### src/hdl/epsp_pkg.sv
// Package for the encoder period, speed and position core.
// Widths, constants, codes, FSM state type and controller/datapath structs.
// No dependencies.
package epsp_pkg;

    localparam int NUM_ENCODERS_DEF = 2;
    localparam int TIME_BITS        = 32;
    localparam int FRAC_BITS        = 8;

    localparam int TS_W     = TIME_BITS;
    localparam int RES_W    = 16;
    localparam int COUNT_W  = 32;
    localparam int PERIOD_W = 33;
    localparam int SPEED_W  = 25;
    localparam int POS_W    = 48;
    localparam int MAG_W    = 32;

    localparam int KIND_W     = 2;
    localparam int IN_TDATA_W = 40;
    localparam int IN_TUSER_W = 4;
    localparam int OUT_TDATA_W = 144;
    localparam int CFG_IDX_W  = 4;
    localparam int CFG_DATA_W = 16;

    localparam int DIV_NUM_W = 59;
    localparam int DIV_DEN_W = 48;

    localparam logic [DIV_NUM_W-1:0] SPEED_NUM_Q =
        DIV_NUM_W'(64'd360000000) << FRAC_BITS;
    localparam logic [26:0] PI_OVER_180_Q32 = 27'd74961321;
    localparam logic [26:0] TWO_PI_Q24      = 27'd105414357;
    localparam logic [8:0]  POS_DEG_SCALE   = 9'd360;
    localparam int          RAD_POS_SHIFT   = 24 - FRAC_BITS;

    localparam logic [RES_W-1:0]    RES_RESET    = 16'd1024;
    localparam logic [RES_W-1:0]    LIMIT_RESET  = 16'd600;
    localparam logic [PERIOD_W-1:0] PERIOD_RESET = 33'd1000000;

    localparam logic [KIND_W-1:0] KIND_EDGE  = 2'd0;
    localparam logic [KIND_W-1:0] KIND_SPEED = 2'd1;
    localparam logic [KIND_W-1:0] KIND_POS   = 2'd2;
    localparam logic [KIND_W-1:0] KIND_NONE  = 2'd3;

    localparam logic [CFG_IDX_W-1:0] CFG_RES_FIRST  = 4'd0;
    localparam logic [CFG_IDX_W-1:0] CFG_RES_SECOND = 4'd1;
    localparam logic [CFG_IDX_W-1:0] CFG_SPEED_LIM  = 4'd2;
    localparam logic [CFG_IDX_W-1:0] CFG_JUMP_LIM   = 4'd3;

    typedef enum logic [2:0] {
        ST_IDLE,
        ST_PREP,
        ST_MUL,
        ST_DIV,
        ST_FILTER,
        ST_SCALE,
        ST_DONE
    } epsp_state_t;

    typedef struct packed {
        logic capture;
        logic prep;
        logic div_start;
        logic filter;
        logic scale;
        logic load_out;
    } epsp_cmd_t;

    typedef struct packed {
        logic [KIND_W-1:0] kind;
        logic              skip;
        logic              div_done;
        logic              out_free;
    } epsp_stat_t;

endpackage

### src/hdl/encoder_period_speed_position_core.sv
// Top level of the two-encoder period, speed and position core.
// Instantiates epsp_ctrl and epsp_dp; uses epsp_pkg.
//
// Edge items update the selected encoder's period and count; speed and position
// queries return Q8 values in degrees or radians. Speed and position queries use
// the shared restoring divider, which produces one of its 59 quotient bits per
// cycle. A speed query with zero resolution or zero period, or a position query
// with zero resolution, needs no division and skips the divider. A wait on
// m_axis_tready holds a finished item back from the output register. Kind 3 is
// dropped without a result. A new item is taken once the previous one has
// reached the output register, even while that result still waits.
module encoder_period_speed_position_core
    import epsp_pkg::*;
#(
    parameter int NUM_ENCODERS = NUM_ENCODERS_DEF
)(
    input  logic                   clk,
    input  logic                   rst_n,
    input  logic                   s_axis_tvalid,
    output logic                   s_axis_tready,
    input  logic [IN_TDATA_W-1:0]  s_axis_tdata,  // b_level, timestamp_us
    input  logic [IN_TUSER_W-1:0]  s_axis_tuser,  // kind, encoder_select, unit_select
    output logic                   m_axis_tvalid,
    input  logic                   m_axis_tready,
    output logic [OUT_TDATA_W-1:0] m_axis_tdata,  // edge_count, signed_period,
                                                  // speed_q8, position_q8
    input  logic                   cfg_valid,
    output logic                   cfg_ready,
    input  logic [CFG_IDX_W-1:0]   cfg_index,
    input  logic [CFG_DATA_W-1:0]  cfg_data
);

    epsp_cmd_t  cmd;
    epsp_stat_t stat;

    assign cfg_ready = 1'b1;

    epsp_ctrl u_ctrl (
        .clk      (clk),
        .rst_n    (rst_n),
        .in_valid (s_axis_tvalid),
        .in_kind  (s_axis_tuser[KIND_W-1:0]),
        .in_ready (s_axis_tready),
        .stat     (stat),
        .cmd      (cmd)
    );

    epsp_dp #(
        .NUM_ENCODERS (NUM_ENCODERS)
    ) u_dp (
        .clk       (clk),
        .rst_n     (rst_n),
        .in_tdata  (s_axis_tdata),
        .in_tuser  (s_axis_tuser),
        .cfg_write (cfg_valid && cfg_ready),
        .cfg_index (cfg_index),
        .cfg_data  (cfg_data),
        .cmd       (cmd),
        .stat      (stat),
        .out_valid (m_axis_tvalid),
        .out_ready (m_axis_tready),
        .out_data  (m_axis_tdata)
    );

endmodule

### src/hdl/epsp_div.sv
// Restoring divider, one quotient bit per cycle.
// Depends on epsp_pkg for default widths.
module epsp_div
    import epsp_pkg::*;
#(
    parameter int NUM_W = DIV_NUM_W,
    parameter int DEN_W = DIV_DEN_W
)(
    input  logic             clk,
    input  logic             rst_n,
    input  logic             start,
    input  logic [NUM_W-1:0] num,
    input  logic [DEN_W-1:0] den,
    output logic [NUM_W-1:0] quo,
    output logic             done
);

    localparam int STEP_W = $clog2(NUM_W + 1);

    logic [STEP_W-1:0] step_reg, step_next;
    logic              done_reg, done_next;
    logic [NUM_W-1:0]  quo_reg, quo_next;
    logic [DEN_W-1:0]  rem_reg, rem_next;
    logic [DEN_W-1:0]  den_reg, den_next;
    logic [DEN_W:0]    trial;
    logic              ge;

    assign trial = {rem_reg, quo_reg[NUM_W-1]};
    assign ge    = trial >= {1'b0, den_reg};

    always_comb
    begin
        step_next = step_reg;
        done_next = 1'b0;
        quo_next  = quo_reg;
        rem_next  = rem_reg;
        den_next  = den_reg;
        if (start)
        begin
            step_next = STEP_W'(NUM_W);
            quo_next  = num;
            rem_next  = '0;
            den_next  = den;
        end
        else if (step_reg != '0)
        begin
            step_next = step_reg - 1'b1;
            done_next = (step_reg == STEP_W'(1));
            quo_next  = {quo_reg[NUM_W-2:0], ge};
            rem_next  = ge ? DEN_W'(trial - {1'b0, den_reg}) : trial[DEN_W-1:0];
        end
    end

    always_ff @(posedge clk or negedge rst_n)
    begin
        if (!rst_n)
        begin
            step_reg <= '0;
            done_reg <= 1'b0;
        end
        else
        begin
            step_reg <= step_next;
            done_reg <= done_next;
        end
    end

    always_ff @(posedge clk)
    begin
        quo_reg <= quo_next;
        rem_reg <= rem_next;
        den_reg <= den_next;
    end

    assign quo  = quo_reg;
    assign done = done_reg;

endmodule

### src/hdl/epsp_dp.sv
// Datapath: configuration registers, per-encoder state, operand prep,
// speed filter, unit scaling and output register. Uses epsp_pkg, epsp_div.
module epsp_dp
    import epsp_pkg::*;
#(
    parameter int NUM_ENCODERS = NUM_ENCODERS_DEF
)(
    input  logic                   clk,
    input  logic                   rst_n,
    input  logic [IN_TDATA_W-1:0]  in_tdata,
    input  logic [IN_TUSER_W-1:0]  in_tuser,
    input  logic                   cfg_write,
    input  logic [CFG_IDX_W-1:0]   cfg_index,
    input  logic [CFG_DATA_W-1:0]  cfg_data,
    input  epsp_cmd_t              cmd,
    output epsp_stat_t             stat,
    output logic                   out_valid,
    input  logic                   out_ready,
    output logic [OUT_TDATA_W-1:0] out_data
);

    localparam int ENC_W = (NUM_ENCODERS > 1) ? $clog2(NUM_ENCODERS) : 1;
    localparam int OUT_PAD_W = OUT_TDATA_W - (COUNT_W + PERIOD_W + SPEED_W + POS_W);
    localparam logic [DIV_NUM_W-1:0] POS_NEG_MAX = DIV_NUM_W'(1) << (POS_W - 1);
    localparam logic [DIV_NUM_W-1:0] POS_POS_MAX = POS_NEG_MAX - 1'b1;

    logic [RES_W-1:0] res_first_reg, res_second_reg, speed_lim_reg, jump_lim_reg;

    logic [TS_W-1:0]     last_time_reg [NUM_ENCODERS];
    logic [TS_W-1:0]     last_time_next [NUM_ENCODERS];
    logic [PERIOD_W-1:0] period_reg [NUM_ENCODERS];
    logic [PERIOD_W-1:0] period_next [NUM_ENCODERS];
    logic [COUNT_W-1:0]  count_reg [NUM_ENCODERS];
    logic [COUNT_W-1:0]  count_next [NUM_ENCODERS];
    logic [SPEED_W-1:0]  speed_reg [NUM_ENCODERS];
    logic [SPEED_W-1:0]  speed_next [NUM_ENCODERS];

    logic [KIND_W-1:0] kind_reg;
    logic [ENC_W-1:0]  sel_reg;
    logic              fwd_reg, rad_reg;
    logic [TS_W-1:0]   ts_reg;
    logic [RES_W-1:0]  res_reg;
    logic [MAG_W-1:0]  mag_reg;
    logic              neg_reg, skip_reg;
    logic [SPEED_W-1:0] speed_res_reg;
    logic [POS_W-1:0]  pos_res_reg;
    logic              out_valid_reg, out_valid_next;
    logic [OUT_TDATA_W-1:0] out_data_reg;

    logic [ENC_W-1:0]    sel_in;
    logic [TS_W-1:0]     cur_time;
    logic [PERIOD_W-1:0] cur_period;
    logic [COUNT_W-1:0]  cur_count;
    logic [SPEED_W-1:0]  cur_speed;
    logic [RES_W-1:0]    res_sel;
    logic [TS_W-1:0]     edge_diff;
    logic [PERIOD_W-1:0] edge_period;
    logic [PERIOD_W-1:0] per_abs;
    logic [COUNT_W-1:0]  cnt_abs;

    logic [DIV_DEN_W-1:0] speed_den, div_den;
    logic [DIV_NUM_W-1:0] rad_prod, div_num, div_quo;
    logic [DIV_NUM_W-1:0] div_quo_w;
    logic [40:0]          deg_prod;
    logic                 div_done;

    logic                 q_ok, jump_ok, speed_ok;
    logic [SPEED_W-1:0]   cand;
    logic [SPEED_W:0]     sdiff, sdiff_abs;

    logic [SPEED_W-1:0]   s_abs, rad_speed;
    logic [51:0]          rprod;
    logic [DIV_NUM_W-1:0] p_raw, p_val;
    logic [POS_W-1:0]     pos_mag;

    // Item capture
    assign sel_in = (int'(in_tuser[2]) >= NUM_ENCODERS) ? ENC_W'(NUM_ENCODERS - 1)
                                                        : ENC_W'(in_tuser[2]);

    always_ff @(posedge clk)
    begin
        if (cmd.capture)
        begin
            kind_reg <= in_tuser[1:0];
            sel_reg  <= sel_in;
            rad_reg  <= in_tuser[3];
            fwd_reg  <= in_tdata[0];
            ts_reg   <= in_tdata[TS_W:1];
        end
    end

    // Configuration
    always_ff @(posedge clk or negedge rst_n)
    begin
        if (!rst_n)
        begin
            res_first_reg  <= RES_RESET;
            res_second_reg <= RES_RESET;
            speed_lim_reg  <= LIMIT_RESET;
            jump_lim_reg   <= LIMIT_RESET;
        end
        else if (cfg_write)
        begin
            case (cfg_index)
                CFG_RES_FIRST:  res_first_reg  <= cfg_data;
                CFG_RES_SECOND: res_second_reg <= cfg_data;
                CFG_SPEED_LIM:  speed_lim_reg  <= cfg_data;
                CFG_JUMP_LIM:   jump_lim_reg   <= cfg_data;
                default:        ;
            endcase
        end
    end

    // Selected encoder state
    assign cur_time   = last_time_reg[sel_reg];
    assign cur_period = period_reg[sel_reg];
    assign cur_count  = count_reg[sel_reg];
    assign cur_speed  = speed_reg[sel_reg];
    assign res_sel    = (sel_reg == '0) ? res_first_reg : res_second_reg;

    assign edge_diff   = ts_reg - cur_time;
    assign edge_period = fwd_reg ? {1'b0, edge_diff} : PERIOD_W'(0) - {1'b0, edge_diff};
    assign per_abs     = cur_period[PERIOD_W-1] ? PERIOD_W'(0) - cur_period : cur_period;
    assign cnt_abs     = cur_count[COUNT_W-1] ? COUNT_W'(0) - cur_count : cur_count;

    // Speed filter
    assign div_quo  = div_quo_w;
    assign q_ok     = div_quo <= DIV_NUM_W'({speed_lim_reg, {FRAC_BITS{1'b0}}});
    assign cand     = neg_reg ? SPEED_W'(0) - {1'b0, div_quo[SPEED_W-2:0]}
                              : {1'b0, div_quo[SPEED_W-2:0]};
    assign sdiff    = {cand[SPEED_W-1], cand} - {cur_speed[SPEED_W-1], cur_speed};
    assign sdiff_abs = sdiff[SPEED_W] ? (SPEED_W+1)'(0) - sdiff : sdiff;
    assign jump_ok  = sdiff_abs <= (SPEED_W+1)'({jump_lim_reg, {FRAC_BITS{1'b0}}});
    assign speed_ok = !skip_reg && q_ok && jump_ok;

    always_comb
    begin
        last_time_next = last_time_reg;
        period_next    = period_reg;
        count_next     = count_reg;
        speed_next     = speed_reg;
        if (cmd.prep && kind_reg == KIND_EDGE)
        begin
            last_time_next[sel_reg] = ts_reg;
            period_next[sel_reg]    = edge_period;
            count_next[sel_reg]     = fwd_reg ? cur_count + 1'b1 : cur_count - 1'b1;
        end
        if (cmd.filter && speed_ok)
        begin
            speed_next[sel_reg] = cand;
        end
    end

    always_ff @(posedge clk or negedge rst_n)
    begin
        if (!rst_n)
        begin
            for (int i = 0; i < NUM_ENCODERS; i++)
            begin
                last_time_reg[i] <= '0;
                period_reg[i]    <= PERIOD_RESET;
                count_reg[i]     <= '0;
                speed_reg[i]     <= '0;
            end
        end
        else
        begin
            last_time_reg <= last_time_next;
            period_reg    <= period_next;
            count_reg     <= count_next;
            speed_reg     <= speed_next;
        end
    end

    // Operand prep
    always_ff @(posedge clk)
    begin
        if (cmd.prep)
        begin
            res_reg <= res_sel;
            if (kind_reg == KIND_SPEED)
            begin
                mag_reg  <= per_abs[MAG_W-1:0];
                neg_reg  <= cur_period[PERIOD_W-1];
                skip_reg <= (res_sel == '0) || (cur_period == '0);
            end
            else
            begin
                mag_reg  <= cnt_abs;
                neg_reg  <= cur_count[COUNT_W-1];
                skip_reg <= (res_sel == '0);
            end
        end
    end

    assign speed_den = res_reg * mag_reg;
    assign deg_prod  = mag_reg * POS_DEG_SCALE;
    assign rad_prod  = mag_reg * TWO_PI_Q24;
    assign div_den   = (kind_reg == KIND_SPEED) ? speed_den : DIV_DEN_W'(res_reg);
    assign div_num   = (kind_reg == KIND_SPEED) ? SPEED_NUM_Q :
                       rad_reg ? rad_prod : DIV_NUM_W'({deg_prod, {FRAC_BITS{1'b0}}});

    epsp_div #(
        .NUM_W (DIV_NUM_W),
        .DEN_W (DIV_DEN_W)
    ) u_div (
        .clk   (clk),
        .rst_n (rst_n),
        .start (cmd.div_start),
        .num   (div_num),
        .den   (div_den),
        .quo   (div_quo_w),
        .done  (div_done)
    );

    // Unit scaling and saturation
    assign s_abs     = cur_speed[SPEED_W-1] ? SPEED_W'(0) - cur_speed : cur_speed;
    assign rprod     = s_abs * PI_OVER_180_Q32;
    assign rad_speed = cur_speed[SPEED_W-1] ? SPEED_W'(0) - SPEED_W'(rprod[51:32])
                                            : SPEED_W'(rprod[51:32]);

    assign p_raw = rad_reg ? (div_quo >> RAD_POS_SHIFT) : div_quo;
    assign p_val = skip_reg ? '0 : p_raw;

    always_comb
    begin
        if (neg_reg)
            pos_mag = (p_val > POS_NEG_MAX) ? POS_W'(POS_NEG_MAX) : POS_W'(p_val);
        else
            pos_mag = (p_val > POS_POS_MAX) ? POS_W'(POS_POS_MAX) : POS_W'(p_val);
    end

    always_ff @(posedge clk)
    begin
        if (cmd.scale)
        begin
            speed_res_reg <= rad_reg ? rad_speed : cur_speed;
            pos_res_reg   <= neg_reg ? POS_W'(0) - pos_mag : pos_mag;
        end
    end

    // Output register
    assign out_valid_next = cmd.load_out ? 1'b1 : (out_ready ? 1'b0 : out_valid_reg);

    always_ff @(posedge clk or negedge rst_n)
    begin
        if (!rst_n)
            out_valid_reg <= 1'b0;
        else
            out_valid_reg <= out_valid_next;
    end

    always_ff @(posedge clk)
    begin
        if (cmd.load_out)
        begin
            out_data_reg <= {{OUT_PAD_W{1'b0}},
                             (kind_reg == KIND_POS)   ? pos_res_reg   : POS_W'(0),
                             (kind_reg == KIND_SPEED) ? speed_res_reg : SPEED_W'(0),
                             cur_period,
                             cur_count};
        end
    end

    assign out_valid = out_valid_reg;
    assign out_data  = out_data_reg;

    assign stat.kind     = kind_reg;
    assign stat.skip     = skip_reg;
    assign stat.div_done = div_done;
    assign stat.out_free = !out_valid_reg || out_ready;

endmodule

### src/hdl/epsp_ctrl.sv
// Controller FSM: sequences capture, prep, divide, filter, scale, output.
// Uses epsp_pkg state, command and status types.
module epsp_ctrl
    import epsp_pkg::*;
(
    input  logic              clk,
    input  logic              rst_n,
    input  logic              in_valid,
    input  logic [KIND_W-1:0] in_kind,
    output logic              in_ready,
    input  epsp_stat_t        stat,
    output epsp_cmd_t         cmd
);

    epsp_state_t state_reg, state_next;

    always_comb
    begin
        state_next = state_reg;
        case (state_reg)
            ST_IDLE:
                if (in_valid && in_kind != KIND_NONE)
                    state_next = ST_PREP;
            ST_PREP:
                state_next = (stat.kind == KIND_EDGE) ? ST_DONE : ST_MUL;
            ST_MUL:
                if (!stat.skip)
                    state_next = ST_DIV;
                else
                    state_next = (stat.kind == KIND_SPEED) ? ST_FILTER : ST_SCALE;
            ST_DIV:
                if (stat.div_done)
                    state_next = (stat.kind == KIND_SPEED) ? ST_FILTER : ST_SCALE;
            ST_FILTER:
                state_next = ST_SCALE;
            ST_SCALE:
                state_next = ST_DONE;
            ST_DONE:
                if (stat.out_free)
                    state_next = ST_IDLE;
            default:
                state_next = ST_IDLE;
        endcase
    end

    always_comb
    begin
        cmd      = '0;
        in_ready = 1'b0;
        case (state_reg)
            ST_IDLE:
            begin
                in_ready    = 1'b1;
                cmd.capture = in_valid;
            end
            ST_PREP:   cmd.prep = 1'b1;
            ST_MUL:    cmd.div_start = !stat.skip;
            ST_FILTER: cmd.filter = 1'b1;
            ST_SCALE:  cmd.scale = 1'b1;
            ST_DONE:   cmd.load_out = stat.out_free;
            default:   ;
        endcase
    end

    always_ff @(posedge clk or negedge rst_n)
    begin
        if (!rst_n)
            state_reg <= ST_IDLE;
        else
            state_reg <= state_next;
    end

    a_done_in_div: assert property (@(posedge clk) disable iff (!rst_n)
        stat.div_done |-> state_reg == ST_DIV)
        else $error("divider done outside divide state");

    a_ignore_none: assert property (@(posedge clk) disable iff (!rst_n)
        (state_reg == ST_IDLE && in_valid && in_kind == KIND_NONE) |=> state_reg == ST_IDLE)
        else $error("unknown kind started work");

    a_load_free: assert property (@(posedge clk) disable iff (!rst_n)
        (state_reg == ST_DONE && !stat.out_free) |=> state_reg == ST_DONE)
        else $error("result dropped while output busy");

endmodule

### config.mk
export PLATFORM = sky130hd
export DESIGN_NAME = encoder_period_speed_position_core
export DESIGN_NICKNAME = d
export VERILOG_FILES = /design/src/hdl/epsp_pkg.sv /design/src/hdl/encoder_period_speed_position_core.sv /design/src/hdl/epsp_div.sv /design/src/hdl/epsp_dp.sv /design/src/hdl/epsp_ctrl.sv
export SDC_FILE = /design/constraint.sdc
export NUM_CORES = 2
export LEC_CHECK = 0
export BUFFER_PORTS_ARGS = -buffer_cell sky130_fd_sc_hd__buf_2
export CAP_MARGIN = 10
export CELL_PAD_IN_SITES_DETAIL_PLACEMENT = 1
export CELL_PAD_IN_SITES_GLOBAL_PLACEMENT = 2
export CORE_ASPECT_RATIO = 1.75
export CORE_UTILIZATION = 43
export DETAILED_ROUTE_END_ITERATION = 10
export MAX_ROUTING_LAYER = met4
export PLACE_DENSITY = 0.91
export RECOVER_POWER = 25
export SYNTH_ARGS = -nofsm -noshare
export SYNTH_HDL_FRONTEND = slang
export SYNTH_SLANG_ARGS = --single-unit
### constraint.sdc
create_clock -name clk -period 14.2 [get_ports clk]
set_input_delay 2.84 -clock clk [delete_from_list [all_inputs] [get_ports clk]]
set_output_delay 2.84 -clock clk [all_outputs]
set_load 0.03 [all_outputs]
==> flow_summary.toml <==
[critical_path]
crit_path_end_kind = "flip-flop"
cp.required_ps = 14830
crit_type = "reg2reg"
startpoint_type = "flip-flop"
worstReg2RegStart = "u_dp.sel_reg"
cp_max_fo = 109
r2r_cells = 17
critPathMaxStageDelay_ps = 4970
crit_chain = "clkbuf_1, clkbuf_1, mux2i_1, inv_1, fa_1, a21o_1, a21oi_1, o21bai_1, a2111oi_0, o31ai_1, a221oi_1, o31ai_1, a21oi_1, o21ai_0, a31oi_1, xnor2_1, mux2_2"
cp.arrival_ps = 12970
r2r_slack_ps = 1860
critPathSlowestCell = "clkbuf_1"
worst_r2r_endpoint = "u_dp.count_reg[30]"

[min_path]
min_from = "u_dp.last_time_reg[40]"
min_delay_path_depth = 2
min_path_type = "reg2reg"
holdPathEnd = "u_dp.last_time_reg[40]"

[clock_tree]
cts_buffer_depth = 3
cts.sinks = 772
clk_pin_slew_worst_paths_ps = 70
cts_resized = 0
numCtsBuffers = 82
cts_root_buf = "clkbuf_16"
htree_levels = 3
clkLatencyLatePin_ps = 740
post-cts-setup-buffer-count = 0
hold_buffers = 0
cts_tree = "yes"

[placed_design]
hpwl_um = 248000
dpl_cell_area_um2 = 92900
gp_congestion = 0.997
io_buffers = 201

[timing]
finalSetupViolCount = 0
worst_pin_slew_ps = 7000
rsz0062_at_grt = "no"
relSlewSlack_pct = -367
skew_ps = 84.4
hold_viol = 0
min_period_ps = 12340
fmax_mhz = 81.0
slew_viol_final = 686
tns_ps = 0
timing.final.crit_share_pct = 86.9

[route]
num_vias = 68300
drt_wl_total_um = 306000
drc_errors = 0
ant_nets = 0
firstDrtPassIters = 6
via_per_inst = 5.68
wl_per_cell_um = 25.4
first_iter_violations = 2962

[layout]
final_layout_size_suffix_gt1_share_pct = 7.84
largest_reg_flops = 138
final_area_um2 = 95800
final_nets = 11300
utilization_pct = 46.7
areaGrowthSynthToFinish_pct = 8.17

[floorplanning]
rows = 220
fp.dieW_um = 345
initial_utilization_pct = 43.2
ios = 216
coreArea_um2 = 205000
die_y_um = 603
die-area_um2 = 208000

[synth]
synth_edf_count = 405
synth.area.top_cells = "fa_1 (24%), edfxtp_1 (14%), ha_1 (13%)"
synth_top_cell_by_area = "fa_1"
ys_ff_latch = 772
synth_common_cells = "inv_1 (1450), fa_1 (1055), nand2_1 (976)"
ys.flop_type = "edfxtp_1"
ys_async_sr_fraction_pct = 41.3
yosysSeqAreaShare_pct = 23.9
ys_types = 91
syn_inst = 9200
syn-cell-area_um2 = 88600
synth_most_common_cell = "inv_1"
yosysTopAreaCellShare_pct = 23.8
yosys_warnings = 0
syn_area_per_cell_um2 = 9.63

[run]
cap_violations = 11

[status]
violations = "max-capacitance violations, max-slew violations"
status = "finished, violations left"

[global_route]
grt_max_degree = 148
grt_pass1_vias = 78000
grt-ovfl-total = 0
grtUsageTotal_pct = 30.6
grt_pass1_wl_um = 468000
antenna_found_initial = 24
==> metal layers <==
metal / vias up / wire [um] / GRT usage, %
met5: - / 0 / -
met4: 0 / 28000 / 23.0
met3: 877 / 10400 / 3.48
met2: 1552 / 165000 / 56.7
met1: 35200 / 102000 / 28.7
li1: 30700 / - / -
==> stage by stage <==
stage | worst slack, ps | hold WS [ps] | instances
after floorplan | 1600 | 441 | 9205
after global placement | 2340 | 454 | 11900
after detailed placement | 2190 | 462 | 11900
after CTS | 2130 | 477 | 12000
after global routing | 871 | 491 | 12000
final | 1860 | 473 | 12000
==> cells by family (layout without fill, tap and decap cells) <==
kind of cell             count (synthesis)  count (layout)  synth area share, %
adder cells (fa/ha/maj)               1941            1941                 36.3
AO/OA/AOI/OAI                         1583            1583                 11.4
buffers and inverters                 1808            1950                 7.70
AND/OR/NAND/NOR                       2302            2302                 12.1
XOR/XNOR                               435             435                 4.30
other                                    2              26              0.00848
multiplexers                           357             357                 4.32
flip-flops                             772             772                 23.9
==> worst max path at each step <==
stage                            start  cells past startpoint                     end
after floorplan           u_dp.sel_reg                     41  u_dp.speed_res_reg[14]
after global placement    u_dp.sel_reg                     34  u_dp.speed_res_reg[14]
after detailed placement  u_dp.sel_reg                     34  u_dp.speed_res_reg[14]
after CTS                 u_dp.sel_reg                     33  u_dp.speed_res_reg[14]
after global routing      u_dp.sel_reg                     17      u_dp.count_reg[62]
final                     u_dp.sel_reg                     17      u_dp.count_reg[30]
==> layout make-up <==
type,count,area [um2]
Antenna cell,19,47.5
Clock buffer,97,2220
Clock inverter,54,771
Fill cell,23100,109000
Inverter,1454,5460
Multi-Input combinational cell,6625,60800
Sequential cell,772,21100
Tap cell,2664,3330
Timing Repair Buffer,345,2080
==> cell usage in the layout (no fill, tap or decap), types with 39 or more instances in the layout <==
master	netlist	layout
xor2_1	165	165
nand4_1	61	61
a21o_1	183	183
fa_1	1055	1055
mux2_1	0	39
and2_0	1	65
and2_1	238	173
o21ai_0	405	405
a211oi_1	92	92
mux2i_1	157	154
o31ai_1	50	49
nand2_1	976	975
inv_1	1450	1450
nor4_1	45	44
nor3_1	137	134
a31oi_1	51	51
edfxtp_1	405	405
nand2b_1	50	49
clkbuf_16	0	86
ha_1	886	886
o21a_1	42	42
buf_4	8	133
and3_1	49	49
dfxtp_1	48	48
buf_2	4	197
a21oi_1	427	427
xnor2_1	270	270
nor2_1	457	454
o21bai_1	45	45
a2bb2oi_1	50	50
dfrtp_1	295	295
nand3_1	96	95
mux2_2	200	161
==> worst max-delay path, delay by kind of cell, from the launching register on <==
family	cells	cell delay [ps]
buffers and inverters	3	6860
muxes	2	880
adders and majority gates	1	490
xor gates and xnor gates	1	100
AOI/OAI and AO/OA	10	3090
DFF	1	770
Power is not shown: default switching activity piles up to over one toggle a cycle in this logic, so the estimate is an artifact.
